## src/design/dfcf_pkg.sv

```systemverilog
// Shared types and constants for the damped fractional comb filter.
// No dependencies; dfcf_ctrl, dfcf_dp and the top level import this package.
package dfcf_pkg;

  // configuration port
  localparam int CFG_IDX_W  = 2;
  localparam int CFG_DATA_W = 21;

  typedef enum logic [CFG_IDX_W-1:0] {
    REG_MODE  = 2'd0,
    REG_DELAY = 2'd1,
    REG_GAIN  = 2'd2,
    REG_DAMP  = 2'd3
  } cfg_reg_t;

  // register limits and reset values
  localparam logic        [20:0] DELAY_RST = 21'd61440;
  localparam logic        [20:0] DELAY_MIN = 21'd256;
  localparam logic signed [15:0] GAIN_MAX  = 16'sd32440;
  localparam logic signed [15:0] GAIN_MIN  = -16'sd32440;
  localparam logic signed [15:0] GAIN_RST  = 16'sd16384;
  localparam logic        [16:0] DAMP_ONE  = 17'd65536;

  // shared multiplier operand B width (covers 17-bit unsigned damping factor)
  localparam int MB_W = 18;

  typedef enum logic [2:0] {
    ST_IDLE,
    ST_RD1,
    ST_INT,
    ST_LP,
    ST_LPMUL,
    ST_UPD,
    ST_GMUL,
    ST_FIN
  } state_t;

  // one strobe per datapath step
  typedef struct packed {
    logic accept;    // latch input, read first tap
    logic ld_m0;     // capture first tap, read second tap
    logic mul_frac;  // frac * (m1 - m0)
    logic lp_err;    // interpolated value minus lowpass state
    logic mul_damp;  // damping factor * error
    logic lp_upd;    // update lowpass state
    logic mul_gain;  // gain * lowpass output
    logic commit;    // saturate, load output, write delay line
  } cmd_t;

endpackage

```

## src/design/dfcf_ctrl.sv

```systemverilog
// Sequencer for the comb filter: steps one transaction through the datapath.
// Depends on dfcf_pkg.
module dfcf_ctrl (
  input  logic           clk,
  input  logic           rst_n,
  input  logic           in_valid,
  output logic           in_ready,
  output logic           out_valid,
  input  logic           out_ready,
  output dfcf_pkg::cmd_t cmd
);
  import dfcf_pkg::*;

  state_t state_r, state_nxt;
  logic   out_valid_r, out_valid_nxt;

  always_ff @(posedge clk) begin
    if (!rst_n) begin
      state_r     <= ST_IDLE;
      out_valid_r <= 1'b0;
    end else begin
      state_r     <= state_nxt;
      out_valid_r <= out_valid_nxt;
    end
  end

  always_comb begin
    state_nxt = state_r;
    cmd       = '0;
    in_ready  = 1'b0;
    unique case (state_r)
      ST_IDLE: begin
        in_ready = 1'b1;
        if (in_valid) begin
          cmd.accept = 1'b1;
          state_nxt  = ST_RD1;
        end
      end
      ST_RD1: begin
        cmd.ld_m0 = 1'b1;
        state_nxt = ST_INT;
      end
      ST_INT: begin
        cmd.mul_frac = 1'b1;
        state_nxt    = ST_LP;
      end
      ST_LP: begin
        cmd.lp_err = 1'b1;
        state_nxt  = ST_LPMUL;
      end
      ST_LPMUL: begin
        cmd.mul_damp = 1'b1;
        state_nxt    = ST_UPD;
      end
      ST_UPD: begin
        cmd.lp_upd = 1'b1;
        state_nxt  = ST_GMUL;
      end
      ST_GMUL: begin
        cmd.mul_gain = 1'b1;
        state_nxt    = ST_FIN;
      end
      ST_FIN: begin
        // wait here while the previous result is still unclaimed
        if (!out_valid_r || out_ready) begin
          cmd.commit = 1'b1;
          state_nxt  = ST_IDLE;
        end
      end
      default: state_nxt = ST_IDLE;
    endcase
  end

  always_comb begin
    priority if (cmd.commit) begin
      out_valid_nxt = 1'b1;
    end else if (out_ready) begin
      out_valid_nxt = 1'b0;
    end else begin
      out_valid_nxt = out_valid_r;
    end
  end

  assign out_valid = out_valid_r;

endmodule

```

## config.mk

```make
export PLATFORM = sky130hd
export DESIGN_NAME = dfcf_ctrl
export DESIGN_NICKNAME = d
export VERILOG_FILES = /design/src/design/dfcf_pkg.sv /design/src/design/dfcf_ctrl.sv
export SDC_FILE = /design/constraint.sdc
export NUM_CORES = 1
export LEC_CHECK = 0
export BUFFER_PORTS_ARGS = -buffer_cell sky130_fd_sc_hd__clkbuf_2
export CAP_MARGIN = 30
export CORE_AREA = 2 2 39 41
export DETAILED_ROUTE_END_ITERATION = 10
export DIE_AREA = 0 0 41 43
export PLACE_DENSITY_LB_ADDON = 0.1
export SYNTH_ARGS = -nofsm -noshare
export SYNTH_HDL_FRONTEND = slang
export SYNTH_SLANG_ARGS = --single-unit
```

## constraint.sdc

```tcl
create_clock -name clk -period 3.7 [get_ports clk]
set_clock_uncertainty 0.05 [all_clocks]
set_input_delay 0.37 -clock clk [delete_from_list [all_inputs] [get_ports clk]]
set_output_delay 0.37 -clock clk [all_outputs]
set_load 0.005 [all_outputs]
```

# After elaboration in Yosys (flattened, before gate mapping)
# Index checks and enable logic that the tools add are counted.
# word_totals
reg_bits	4
inputBits	4
output_inout_bits	10
elab_cells	32
# op_classes
n_eq_ne	9
muxes	16
n_reduce_logical	5
# op_table
operator	count
$pmux 3 s8	1
$mux 1	13
$eq 3x3->1 const B	4
$eq 3x2->1 const B	2
$mux 3	2
$ne 2x2->1 const B	2
$eq 3x1->1 const B	1
$logic_not 3->1	1
$reduce_and 2->1	1
$reduce_bool 2->1	1
$logic_not 1->1	1
$logic_or 1x1->1	1

# Longest topological paths before layout
# logic_depth
ltp_word	5
depth_mapped	6
ltp_nobuf	6

# Worst setup path before layout
# No wires, ideal clock.
# synth_path
path_type	register to register
from	reg state_r[0]
to	reg state_r[0]
t_arrival_ns	1.232
slack_ns	2.291
path_stages_with_launch	7
path_buffers	0
period_less_slack_ns	1.409
cell_sequence	dfxtp_1 > inv_1 > ha_1 > nor2b_2 > o2bb2ai_4 > nor4_2 > a211oi_2
# synth_via
elab_chain_cells	3
word_cells_on_any_way	12
classes_between	eq/ne (9); mux (1); reduce/logical (2)
# synth_lines
element	line_no	rtl
start: declaration	dfcf_ctrl.sv:14	state_t state_r, state_nxt;
start signal: assignment	dfcf_ctrl.sv:22	state_r <= state_nxt;
$eq 3x3->1 / $logic_not 3->1 (equally long branches)	dfcf_ctrl.sv:31	unique case (state_r)
$ne 2x2->1 (no source line)	--	
$reduce_and 2->1 (no source line)	--	
# Several ways; a longest one is shown, not always the timed one.
# A chain may end at the register's enable or synchronous reset.

==> impl_metrics.toml <==
[outcome]
status = "finished clean"

[cts]
worstSkewPairLatency_ps = 230
cts_tree = "done"
ctsHtreeMaxLevel = 1
cts_resized = 0
post_cts_buffers = 0
cts_buffers = 3
root_buffer = "clkbuf_4"
holdBufCountCts = 0
clkSlewWorstSetupHoldPaths_ps = 30
clock-sinks = 4
cts_buffer_depth = 2

[setup_path]
path_max_fanout = 3
worstSetupEndpointType = "output pin"
cp-startpoint = "state_r[0]"
cp-start-kind = "flip-flop"
crit_type = "flip-flop to output pin"
crit_path_cell_trace = "inv_1, ha_1, nor2b_2, and2_1, clkbuf_2"
r2r-start = "state_r[0]"
cp.required_ps = 3280
worst-endpoint-arrival_ps = 1350
cpPeakStageDelay_ps = 350
cp_slowest_cell = "dfxtp_1"

[power_and_ir_drop]
p_per_area_mw_per_mm2 = 621
ir_drop_uv = 255
leakagePower_nw = 0.233

[sta]
tightest_slew_ps = 335
setup_tns_ps = 0
hold_violations = 0
setup_viol = 0
relSlewSlack = 0.777
post-route-period-util = 0.478
slew_violations = 0
whs_ps = 325
fmax_mhz = 566
fin_crit_ps = 1770
rsz0062_at_grt = "no"

[yosys]
synth.mux.area_fraction = 0.0288
netlist.area_leader.share = 0.230
synth.largest_area_cell = "dfxtp_1"
synthCells = 36
synth-simple-area-share = 0.360
syn_area_per_cell_sq_um = 9.66
synthAdderAreaFrac = 0.144
synth_xor_area_frac = 0
ys_types = 20
yosysWarnings = 0
synth_compound_area_frac = 0.173
synth_area_leaders = "dfxtp_1, ha_1, and2b_2, o2bb2ai_4, and2_2"
synthesis.nets = 44
synth_area_sq_um = 348
synth_top_family_by_area = "simple AND/OR/NAND/NOR gates"
ys_seq_area_frac = 0.230
ys_ff_latch = 4

[die]
start_util = 0.251
fp.dieW_um = 41
placementRows = 14
die_y_um = 43
dieArea_sq_mm = 0.00176
core_area_sq_mm = 0.00138
io_pins = 14

[drt]
vias = 281
drt_first_pass_iters = 1
wl_um = 599
drc_errors = 0
viasPerCell = 4.19
wl_per_cell_um = 8.94
ant_nets = 0
drt_iter0_markers = 0

[final_layout]
drive_above_1_share = 0.549
area_delta_synth_final_pct = 28.8
nets = 61
diodes = 0
fillers = 149

[global_routing]
grt_max_degree = 11
gr-total-overflow = 0
track_usage = 0.0762
grt_pass1_vias = 253
grt_pass1_wl_um = 897
antenna_found_initial = 0

[place]
portBuffers = 13
dp_hpwl_um = 553
gp_congestion = 0.672

[hold_path]
hp-class = "input port to flip-flop"
worstHoldStart = "rst_n"

[run]
drv_cap = 0
## worst paths after layout
kind / endpoint / slack [ps] / depth (start not counted)
max reg2reg: state_r[0] / 2180 / 6
min: state_r[2] / 330 / 2
min reg2reg: state_r[0] / 500 / 2
max: cmd[7] / 1930 / 5
## flip-flops by register name, indices dropped and copies added (netlist names)
name	count
out_valid	1
state_r	3
## cell type report
type	count	area [sq um]	area share
clock buffers	3	22.5	0.0503
inverters	4	15.0	0.0335
multi-input cells	27	245	0.547
flip-flops and latches	4	80.1	0.179
well taps	16	20.0	0.0447
repair buffers	13	65.1	0.145
## Yosys cell counts, drive strengths merged
cell type / n
dfxtp: 4
a21oi: 1
o2bb2ai: 1
mux2i: 1
o21a: 1
ha: 4
nor2b: 2
and2b: 4
inv: 4
nand2b: 1
nor4: 1
a211oi: 2
buf: 1
nand2: 1
nor3: 1
nor2: 3
and2: 4
## through the flow
step	cells	utilization	total power [mW]	setup WS [ps]	cell area, sq um
2_1_floorplan	36	-	0.185	2290	348
3_3_place_gp	64	0.307	0.230	2180	425
3_5_place_dp	64	0.307	0.233	2140	425
4_1_cts	67	0.324	0.288	1900	448
5_1_grt	67	0.324	0.304	1840	448
6_report	67	0.324	0.278	1930	448
## kinds of logic (layout without fill, tap and decap cells)
logic type / count (synthesis) / count (layout)
AO/OA/AOI/OAI: 5 / 5
AND/OR/NAND/NOR: 17 / 17
multiplexers: 1 / 1
flip-flops: 4 / 4
buffers and inverters: 5 / 20
adder cells (fa/ha/maj): 4 / 4
## routing by layer
| layer | GRT usage | wire (um) |
|---|---|---|
| met1 | 0.0831 | 248 |
| met2 | 0.119 | 315 |
| met3 | 0.0157 | 35 |
| met4 | 0.0600 | 0 |
| met5 | 0 | 0 |
## report_power, final
part	switching [mW]	leakage (nW)	internal (mW)
Sequential	0.0130	0.0328	0.0553
Combinational	0.0763	0.186	0.0830
Clock	0.0145	0.0138	0.0360
Total	0.104	0.233	0.174
## critical path: cells and delay by family, from the launching register on
kind	cells	cell delay, ps
adders and majority gates	1	230
DFF	1	350
and+or+nand+nor	2	350
buffers and inverters	2	190
## placed cells by master (no fill, tap or decap)
| master | Yosys | layout |
|---|---|---|
| clkbuf_4 | 0 | 3 |
| clkbuf_2 | 0 | 13 |
| inv_1 | 4 | 4 |
| nor4_2 | 1 | 1 |
| nor2_1 | 3 | 3 |
| a21oi_1 | 1 | 1 |
| and2_1 | 1 | 1 |
| a211oi_1 | 1 | 1 |
| nand2b_1 | 1 | 1 |
| nor3_1 | 1 | 1 |
| and2b_2 | 4 | 4 |
| nand2_4 | 1 | 1 |
| ha_1 | 4 | 4 |
| mux2i_1 | 1 | 1 |
| dfxtp_1 | 4 | 4 |
| nor2b_2 | 1 | 1 |
| and2_2 | 3 | 3 |
| o21a_1 | 1 | 1 |
| o2bb2ai_4 | 1 | 1 |
| a211oi_2 | 1 | 1 |
| nor2b_1 | 1 | 1 |
Power figures use the tool's default switching activity.
